$ cat src/rtl/assert_macros.svh
// Assertion macros included by the hash map core.
`ifndef ASSERT_MACROS_SVH
`define ASSERT_MACROS_SVH
`ifndef ASSERT_OFF
`define ASSERT_PROP(label, clk, rst_n, prop, msg) \
  label: assert property (@(posedge clk) disable iff (!rst_n) prop) else $error(msg);
`define ASSERT_NEVER(label, clk, rst_n, cond, msg) \
  label: assert property (@(posedge clk) disable iff (!rst_n) !(cond)) else $error(msg);
`else
`define ASSERT_PROP(label, clk, rst_n, prop, msg)
`define ASSERT_NEVER(label, clk, rst_n, cond, msg)
`endif
`endif

$ cat src/rtl/gthm_pkg.sv
// ----------------------------------------------------------------------------
// gthm_pkg
// Types and constants of the grouped tag hash map.
// ----------------------------------------------------------------------------
package gthm_pkg;

  localparam int unsigned GroupCount  = 64;
  localparam int unsigned GroupSize   = 16;
  localparam int unsigned MaxProbes   = 64;
  localparam int unsigned TargetWidth = 16;

  localparam int unsigned GroupW = (GroupCount > 1) ? $clog2(GroupCount) : 1;
  localparam int unsigned ProbeW = $clog2(MaxProbes + 1);

  localparam logic [7:0] MetaEmpty   = 8'h01;
  localparam logic [7:0] MetaDead    = 8'h02;
  localparam logic [7:0] MetaTagMask = 8'hFC;

  typedef enum logic [2:0] {
    ST_FOUND     = 3'd0,
    ST_NOT_FOUND = 3'd1,
    ST_INSERTED  = 3'd2,
    ST_DUPLICATE = 3'd3,
    ST_FULL      = 3'd4
  } status_e;

  typedef struct packed {
    logic        opcode;
    logic [63:0] key_hash;
    logic [15:0] target_in;
  } in_item_t;

  typedef struct packed {
    logic [2:0]  status;
    logic [15:0] target_out;
  } out_item_t;

  // One group row of every store.
  typedef logic [GroupSize-1:0][7:0]             meta_row_t;
  typedef logic [GroupSize-1:0][63:0]            hash_row_t;
  typedef logic [GroupSize-1:0][TargetWidth-1:0] tgt_row_t;

  // Result of scanning one group.
  typedef struct packed {
    logic                         hit;
    logic [$clog2(GroupSize)-1:0] hit_lane;
    logic                         has_empty;
    logic [$clog2(GroupSize)-1:0] empty_lane;
    logic                         has_dead;
    logic [$clog2(GroupSize)-1:0] dead_lane;
  } scan_t;

endpackage

$ cat src/rtl/gthm_scan.sv
// ----------------------------------------------------------------------------
// gthm_scan
// Registered lane scan of one group: first match, first empty, first dead.
// ----------------------------------------------------------------------------
module gthm_scan
  import gthm_pkg::*;
(
  input  logic        clk_i,
  input  logic [63:0] key_hash_i,
  input  meta_row_t   meta_i,
  input  hash_row_t   hash_i,
  output scan_t       scan_o
);

  localparam int unsigned LaneW = $clog2(GroupSize);

  scan_t scan_d, scan_q;
  logic [7:0] tag;

  assign tag = key_hash_i[7:0] & MetaTagMask;

  always_comb begin
    scan_d = '0;
    for (int i = GroupSize - 1; i >= 0; i--) begin
      if (meta_i[i] == tag && hash_i[i] == key_hash_i) begin
        scan_d.hit      = 1'b1;
        scan_d.hit_lane = LaneW'(i);
      end
      if (meta_i[i] == MetaEmpty) begin
        scan_d.has_empty  = 1'b1;
        scan_d.empty_lane = LaneW'(i);
      end
      if (meta_i[i] == MetaDead) begin
        scan_d.has_dead  = 1'b1;
        scan_d.dead_lane = LaneW'(i);
      end
    end
  end

  always_ff @(posedge clk_i) begin
    scan_q <= scan_d;
  end

  assign scan_o = scan_q;

endmodule

$ cat config.mk
export PLATFORM = sky130hd
export DESIGN_NAME = gthm_scan
export DESIGN_NICKNAME = d
export VERILOG_FILES = /design/src/rtl/assert_macros.svh /design/src/rtl/gthm_pkg.sv /design/src/rtl/gthm_scan.sv
export SDC_FILE = /design/constraint.sdc
export NUM_CORES = 1
export LEC_CHECK = 0
export BUFFER_PORTS_ARGS = -buffer_cell sky130_fd_sc_hd__buf_2
export CORE_AREA = 2 2 475 477
export DETAILED_ROUTE_END_ITERATION = 8
export DIE_AREA = 0 0 477 479
export HOLD_SLACK_MARGIN = 0.15
export PLACE_DENSITY = 0.3
export RECOVER_POWER = 50
export REMOVE_ABC_BUFFERS = 1
export SYNTH_ARGS = -nofsm -noshare
export SYNTH_HDL_FRONTEND = slang
export SYNTH_SLANG_ARGS = --single-unit
$ cat constraint.sdc
create_clock -name clk_i -period 2.84 [get_ports clk_i]
set_clock_uncertainty 0.05 [all_clocks]
set_input_delay 0.426 -clock clk_i [delete_from_list [all_inputs] [get_ports clk_i]]
set_output_delay 0.426 -clock clk_i [all_outputs]
set_load 0.02 [all_outputs]
==> summary by stage, run 1 <==
Routing
The number of nets still failing antenna checks after routing is 0. The residual DRC count is 0. The violation count after the first detailed-routing iteration is between 2k and 2.5k. The detailed-routing iteration count for the pre-antenna-repair pass is 6.

The routed design has roughly 310000 um of wire. The final routed wire length divided by cell count is approximately 46 um. The count of vias placed by the detailed router is roughly 27k. The post-detailed-route via-to-cell ratio is 3.88.

Power
The part of the total power dissipated in combinational logic is between 90% and 100%. The reported leakage power is around 14 nW. The switching part of the total is approximately 57%. Power spread over the standard cell area amounts to a little over 200 nW/um2. The internal power is between 2 and 3 mW. The power dissipated by switching net loads is roughly 3.7 mW. Across the VDD grid, the largest voltage drop is ~140 uV. Registers are responsible for between 3 and 4% of the overall power.

The clock power share is ~4.5%.

Logic synthesis
After synthesis, flip-flops and latches occupy 2.11% of the total area. The number of enable-type register cells in the synthesized netlist is 0. Ranked by total cell area, the synthesized netlist is headed by sky130_fd_sc_hd__xnor2_1 23%, sky130_fd_sc_hd__xor2_1 22%, sky130_fd_sc_hd__nor4_1 6.8%, sky130_fd_sc_hd__nand4_1 5.4%, sky130_fd_sc_hd__o22ai_1 4.2%. The synthesized netlist cell count is approximately 2k. The synthesized area per cell is approximately 7.2 um2. The prevailing post-synth register cell is sky130_fd_sc_hd__dfxtp_1. The share of flip-flops with an asynchronous set or reset is 0%.

The post-synthesis cell type count is 54. In this run, synthesis produced a sequential element count of 15. After synthesis the cells add up to roughly 14000 um2. The cell type with the highest aggregate area in the netlist is sky130_fd_sc_hd__xnor2_1. The top cell type by area accounts for 23.4% of the synthesized area. During synthesis, Yosys emitted a total of 0 warnings.

Worst setup path
STA classifies the critical path startpoint as an input port. The critical-path maximum fanout is 6. For the worst setup path, the data arrival time is 3640 ps. The category of the critical setup timing path is input port to flop. STA puts the critical path data required time at about 3000 ps. The worst setup path is captured at a flop.

Cells and area
The leading cell type in the layout, fill and taps excluded is sky130_fd_sc_hd__buf_2. The number of flip-flops under the largest register name is 15. The area growth from synthesis to layout is 124%. In the layout the commonest cells are 1189 x sky130_fd_sc_hd__buf_2, 583 x sky130_fd_sc_hd__buf_4, 352 x sky130_fd_sc_hd__xnor2_1, 351 x sky130_fd_sc_hd__xor2_1, 124 x sky130_fd_sc_hd__buf_12. The post-layout utilization of the core is between 10% and 20%. With fillers left out, the area of the finished cells amounts to around 32000 um2. Fill cells in the final layout number ~26k.

The layout net count is 5011. The post-route netlist has between 50% and 60% of its cells at a drive strength greater than 1.

Floorplanning
The floorplan die area is approximately 230000 um2. around 1.2k I/O pins were placed. For this configuration, the core starts out at a cell density of 6.35%. Measured along the y axis, the die boundary spans between 400 and 500 um. The number of placement rows is 174. The core region is ~220000 um2. The horizontal extent of the die is roughly 480 um.

Timing
In the finished design, the share of the clock period the worst path needs comes to 123%. Timing would allow up to between 200 and 300 MHz. The number of pins with negative max-slew slack in the final report is 0. The final critical path time including I/O delays and setup is 3490 ps. Setup repair after global routing could not meet its margin everywhere. The slack of the critical path is -650 ps.

The final worst hold slack is about 470 ps. In this run the tightest slew margin relative to its limit is between 20% and 30%. The final count of hold timing violations is 0. The sum of negative setup slack is -2680 ps. Setup violations remaining at the end of the flow were counted as 5.

The slew at the pin closest to its max-slew limit is roughly 1100 ps.

Global route
The number of global-route vias before repair came to 27.1k. The initial antenna violation count was between 200 and 250. The total global routing overflow is 0.

Entering global routing, the biggest net connects 18 pins. The global routing usage summed across all routing layers is between 20% and 30%. The first global-routing pass estimated about 370000 um of wire.

Placed design
The count of buffers inserted at the top-level ports is between 1k and 1.5k. Before CTS, the worst setup slack after placement is -2040 ps. The half-perimeter wire length of the detailed placement result is 289000 um. The final estimated routing congestion in global placement is just under 1. In this run the cell area measured after placement is around 30000 um2.

Status
The checks that failed: negative setup slack. The flow ran to the end, but the final reports show violations.

Hold path
The class of the most critical hold timing path is input port to flop.

Clock tree
The tree built by TritonCTS fans out to 15 sinks. In this run the number of H-tree levels came out at 1. The maximum clock insertion buffer count is 2. The clock tree from TritonCTS is done. The clock transition at the register clock pins on the worst setup and hold paths after CTS is approximately 50 ps. The clock root buffer is sky130_fd_sc_hd__clkbuf_16. The total CTS buffers is 3.

Job
Across the run, the number of max-cap violations was 0.
[layer usage]
metal	vias to the layer above	track usage, %	part of all wire, %
li1	11000	-	-
met1	13200	32.6	42
met2	1743	44.4	46
met3	484	7.19	7.4
met4	132	7.38	3.6
met5	-	0	0.27
[power groups by stage]
stage	Combinational, mW	Sequential (mW)	Clock [mW]
after floorplan	1.32	0.226	0
after global placement	5.80	0.221	0
after detailed placement	5.76	0.221	0
after CTS	6.04	0.217	0.306
after global routing	6.18	0.217	0.312
final	6.01	0.217	0.294
[cells in the mapped netlist (6+ instances only)]
cell                        count
sky130_fd_sc_hd__buf_2         82
sky130_fd_sc_hd__a21oi_1       27
sky130_fd_sc_hd__o2bb2ai_1     57
sky130_fd_sc_hd__nor3b_1       17
sky130_fd_sc_hd__a22o_1        54
sky130_fd_sc_hd__o2111ai_1     21
sky130_fd_sc_hd__o221ai_1      17
sky130_fd_sc_hd__clkbuf_1      37
sky130_fd_sc_hd__inv_2         28
sky130_fd_sc_hd__nor3_1        39
sky130_fd_sc_hd__and3_1        11
sky130_fd_sc_hd__a2111oi_0     28
sky130_fd_sc_hd__or3_1          7
sky130_fd_sc_hd__nand2_1       51
sky130_fd_sc_hd__nand4_1      123
sky130_fd_sc_hd__or4_1          9
sky130_fd_sc_hd__nor2_1        70
sky130_fd_sc_hd__buf_1         13
sky130_fd_sc_hd__nand4b_1      13
sky130_fd_sc_hd__o21ai_0       14
sky130_fd_sc_hd__buf_4          6
sky130_fd_sc_hd__nand2b_1      45
sky130_fd_sc_hd__xor2_1       353
sky130_fd_sc_hd__nor4_1       155
sky130_fd_sc_hd__a221oi_1      32
sky130_fd_sc_hd__nand3_1       27
sky130_fd_sc_hd__a221o_1        8
sky130_fd_sc_hd__o22ai_1       95
sky130_fd_sc_hd__inv_1         88
sky130_fd_sc_hd__dfxtp_1       15
sky130_fd_sc_hd__xnor2_1      379
[final timing paths]
path | start | to | cells after the start | slack (ps)
max | key_hash_i[51] | scan_o[10]$_SDFF_PP0_ | 16 | -650
min | meta_i[0] | scan_o[0]$_SDFF_PP0_ | 3 | 470
[critical path: stages]
cell	delay, ps
sky130_fd_sc_hd__buf_6	100
sky130_fd_sc_hd__buf_12	140
sky130_fd_sc_hd__buf_12	150
sky130_fd_sc_hd__xnor2_2	120
sky130_fd_sc_hd__buf_4	150
sky130_fd_sc_hd__nand4_1	90
sky130_fd_sc_hd__nor4_1	270
sky130_fd_sc_hd__nand4_1	570
sky130_fd_sc_hd__buf_4	390
sky130_fd_sc_hd__nor4b_4	300
sky130_fd_sc_hd__buf_4	170
sky130_fd_sc_hd__a21oi_2	40
sky130_fd_sc_hd__o21bai_2	160
sky130_fd_sc_hd__a21oi_2	110
sky130_fd_sc_hd__o211ai_1	210
sky130_fd_sc_hd__a31o_1	190
[kinds of logic (layout without fill, tap and decap cells)]
group	count (synthesis)	count (layout)	synth area share, %
flops	15	15	2.11
simple gates	585	585	23.7
buf+inv	255	2069	7.67
other cells	0	58	0
compound gates	392	392	21.4
xor+xnor	732	732	45.1
[through the flow]
stage                     power, mW  cells
final                          6.52   6843
after global routing           6.70   6810
after CTS                      6.56   6783
after detailed placement       5.98   6750
after global placement         6.02   6749
after floorplan                1.54   1840
[cell type report]
| class | count | area (um2) | share of cell area [%] |
|---|---|---|---|
| Clock buffer | 3 | 75.1 | 0.236 |
| Inverter | 116 | 450 | 1.42 |
| Timing Repair Buffer | 1949 | 13400 | 42.1 |
| Antenna cell | 58 | 145 | 0.457 |
| Clock inverter | 1 | 5.00 | 0.0157 |
| Tap cell | 2992 | 3740 | 11.8 |
| Sequential cell | 15 | 300 | 0.945 |
| Multi-Input combinational cell | 1709 | 13700 | 43.1 |
[timing repair]
| action | CTS | global route |
|---|---|---|
| pin swaps | 43 | 13 |
| endpoints found under the setup margin | 6 | 7 |
| hold buffers | 0 | 0 |
| setup buffers | 31 | 4 |
| gates resized for setup | 236 | 8 |
Note: power is estimated with default switching activity, not from simulation.
==> inputs of run 2 (changes only) <==
--- a/config.mk
+++ b/config.mk
@@ -10,9 +10,9 @@
 export DETAILED_ROUTE_END_ITERATION = 8
 export DIE_AREA = 0 0 477 479
 export HOLD_SLACK_MARGIN = 0.15
+export MAX_ROUTING_LAYER = met4
 export PLACE_DENSITY = 0.3
 export RECOVER_POWER = 50
-export REMOVE_ABC_BUFFERS = 1
 export SYNTH_ARGS = -nofsm -noshare
 export SYNTH_HDL_FRONTEND = slang
 export SYNTH_SLANG_ARGS = --single-unit
==> run 2 against run 1 <==
Total power is 1.7% lower. Die area stayed put. Global-route usage is 0.57 points higher. Sequential cell count stayed put. Hold slack better by 130 ps. The run still ends with negative setup slack left. Cell area is 1.3% higher. Sequential power hardly changed.
==> summary by stage, run 2 (synthesis gave the netlist of run 1 again) <==
Routing
The detail route stage leaves a number of antenna-violating nets equal to 0. The final route contains 26.1k vias. In the routed design, unresolved DRC markers number 0. The violation count after the first detailed-routing iteration is approximately 1.9k.

The detailed-routing iteration count for the pre-antenna-repair pass is 5. In the final routed layout, each cell accounts on average for 44.9 um. The post-detailed-route via-to-cell ratio is 3.76. The final routed wirelength across all metal layers is 311000 um.

Worst setup path
The type of destination of the critical path is a flop. The worst setup path is of the input port to flop kind. At the worst endpoint, the arrival time is between 3000 and 4000 ps.

The data required time of the critical path is approximately 3000 ps. Broken down by cell family, the worst path's largest delay share belongs to simple AND/OR/NAND/NOR gates. STA classifies the critical path startpoint as an input port. The critical path goes through buf_2, buf_12, inv_1, buf_4, o221ai_1, nor4_1, nand4_1, nor4_1, buf_4, nand3_1, a21oi_2, o211ai_1, a31o_1. The standard cell with the maximum stage delay on the critical path is sky130_fd_sc_hd__nor4_1. The number of buffer and inverter instances along the worst setup path is 5. Of all nets on the critical path, the largest fanout is 6.

The delay of the slowest cell on the worst path is around 560 ps.

Timing
For the final routed database, the setup TNS stands at -1090 ps. Across all setup checks in the final design, the least slack found is -333 ps. The number of pins with negative max-slew slack in the final report is 0. The worst slew margin relative to its limit is between 40% and 50%. In the finished design, the share of the clock period the worst path needs comes to 112%. The highest attainable clock frequency is between 300 and 400 MHz.

The final count of hold timing violations is 0. Setup repair after global routing could not meet its margin everywhere. The final setup violation count is 5. The slew at the pin closest to its max-slew limit is 889 ps. For the finished layout, the period the worst path requires is around 3200 ps.

Global route
The first global-routing pass estimated roughly 370000 um of wire. Entering global routing, the biggest net connects 13 pins. The number of global-route vias before repair came to 26.8k.

The initial antenna violation count came to between 200 and 300. Global routing finished with a remaining overflow of 0. The global routing usage summed across all routing layers is a little over a quarter.

Placed design
The count of buffers inserted at the top-level ports is around 1.2k. At the end of routability-driven placement, the weighted congestion stood at ~0.96. In this run the cell area measured after placement is around 30000 um2.

The instance count after placement with tap cells included is about 6.7k. The half-perimeter wire length of the detailed placement result is 284000 um.

Cells and area
The fraction of final layout cells sized beyond drive strength 1 is 54.6%. Leaving out fill and tap cells, the most frequent cells in the layout are 1179 x sky130_fd_sc_hd__buf_2, 543 x sky130_fd_sc_hd__buf_4, 360 x sky130_fd_sc_hd__xnor2_1, 353 x sky130_fd_sc_hd__xor2_1, 141 x sky130_fd_sc_hd__buf_12. The finished cells cover between 30000 and 40000 um2.

Excluding fillers, the count of instances in the completed layout stands at 6932. The layout net count is ~5k. Fill cells in the final layout number 26.1k. Leaving out fill and tap cells, the most frequent cell in the layout is sky130_fd_sc_hd__buf_2. The area growth from synthesis to layout is 127%. The number of flip-flops under the largest register name is 15.

Clock tree
The clock tree from TritonCTS is done. After clock tree synthesis, the clock-pin slew on the worst setup and hold paths is ~70 ps. The clock net in this run drives a total of 15 sinks. The maximum clock insertion buffer count is 2. The tree is rooted in a sky130_fd_sc_hd__clkbuf_16. In this run the number of H-tree levels came out at 1.

In this run, CTS created clock tree buffers numbering 3.

Floorplanning
The core outline area is around 220000 um2. The die is between 400 and 500 um tall. In this run the horizontal extent of the chip is between 400 and 500 um. Once the floorplan was initialized, standard cells occupied 6.35% of the core. The die covers around 230000 um2. The floorplan has 174 rows. During I/O placement, the number of pins put on the boundary was between 1k and 1.5k.

Power
The maximum ir drop on the vdd rail is around 170 uV. For this design the static power due to leakage is 13.8 nW. In this run the power density over the cells is 199 nW/um2.

Job
Across the run, the number of max-cap violations was 0.

Status
The final reports fail on negative setup slack. The flow ran to the end, but the final reports show violations.

Hold path
In this run the worst hold path is classified as input port to flop.

Logic synthesis
The number of nets handed over by synthesis was 3196.
-- run 2: cell count changes in the layout (fill, tap and decap cells not counted), moves of 6 or more --
cell | before | now
sky130_fd_sc_hd__nor4_4 | 18 | 12
sky130_fd_sc_hd__buf_4 | 583 | 543
sky130_fd_sc_hd__xnor2_4 | 10 | 2
sky130_fd_sc_hd__buf_6 | 32 | 38
sky130_fd_sc_hd__buf_2 | 1189 | 1179
sky130_fd_sc_hd__diode_2 | 58 | 163
sky130_fd_sc_hd__xnor2_1 | 352 | 360
sky130_fd_sc_hd__buf_12 | 124 | 141
sky130_fd_sc_hd__nor4_2 | 23 | 33
-- run 2: power by group --
group          switching (mW)  total, mW  internal, mW  leakage (nW)
clock                   0.130      0.320         0.190        0.0419
combinational            3.45       5.87          2.42          13.7
sequential            0.00211      0.217         0.215         0.121
total                    3.59       6.41          2.82          13.8
-- run 2: layout make-up --
class | count | area, um2 | area share [%]
Inverter | 116 | 460 | 1.43
Antenna cell | 163 | 408 | 1.27
Multi-Input combinational cell | 1709 | 13600 | 42.1
Tap cell | 2992 | 3740 | 11.6
Clock inverter | 1 | 5.00 | 0.0155
Sequential cell | 15 | 300 | 0.933
Clock buffer | 3 | 75.1 | 0.233
Timing Repair Buffer | 1933 | 13600 | 42.4
-- run 2: timing repair --
action,in CTS,in global routing
buffers inserted,51,3
setup endpoints to repair,5,5
hold buffers,0,0
pin swaps,51,14
resized for setup,232,36
-- run 2: path summary, 6_finish.rpt --
path / start / slack [ps] / cells past startpoint / to
max: key_hash_i[10] / -330 / 13 / scan_o[10]$_SDFF_PP0_
min: meta_i[24] / 600 / 4 / scan_o[1]$_SDFF_PP0_
-- run 2: metrics by stage --
step | hold slack (ps) | setup WS [ps] | utilization, % | power, mW
2_1_floorplan | 534 | 208 | - | 1.82
3_3_place_gp | 810 | -1420 | 13.4 | 5.89
6_report | 602 | -333 | 14.4 | 6.41
3_5_place_dp | 806 | -1430 | 13.4 | 5.86
4_1_cts | 593 | -364 | 14.1 | 6.48
5_1_grt | 628 | -439 | 14.4 | 6.63
-- run 2: tightest hold or removal path: stages --
cell and delay, ps:
sky130_fd_sc_hd__buf_2 150, sky130_fd_sc_hd__nor3b_1 80, sky130_fd_sc_hd__nor2_1 90, sky130_fd_sc_hd__a21oi_1 100
-- run 2: metal layers --
| layer | GRT usage (%) | part of all wire (%) | vias to the layer above |
|---|---|---|---|
| met4 | 9.95 | 4.8 | 0 |
| met2 | 46.7 | 49 | 1701 |
| met5 | - | 0 | - |
| met3 | 5.31 | 6.3 | 507 |
| li1 | - | - | 11100 |
| met1 | 30.4 | 40 | 12700 |
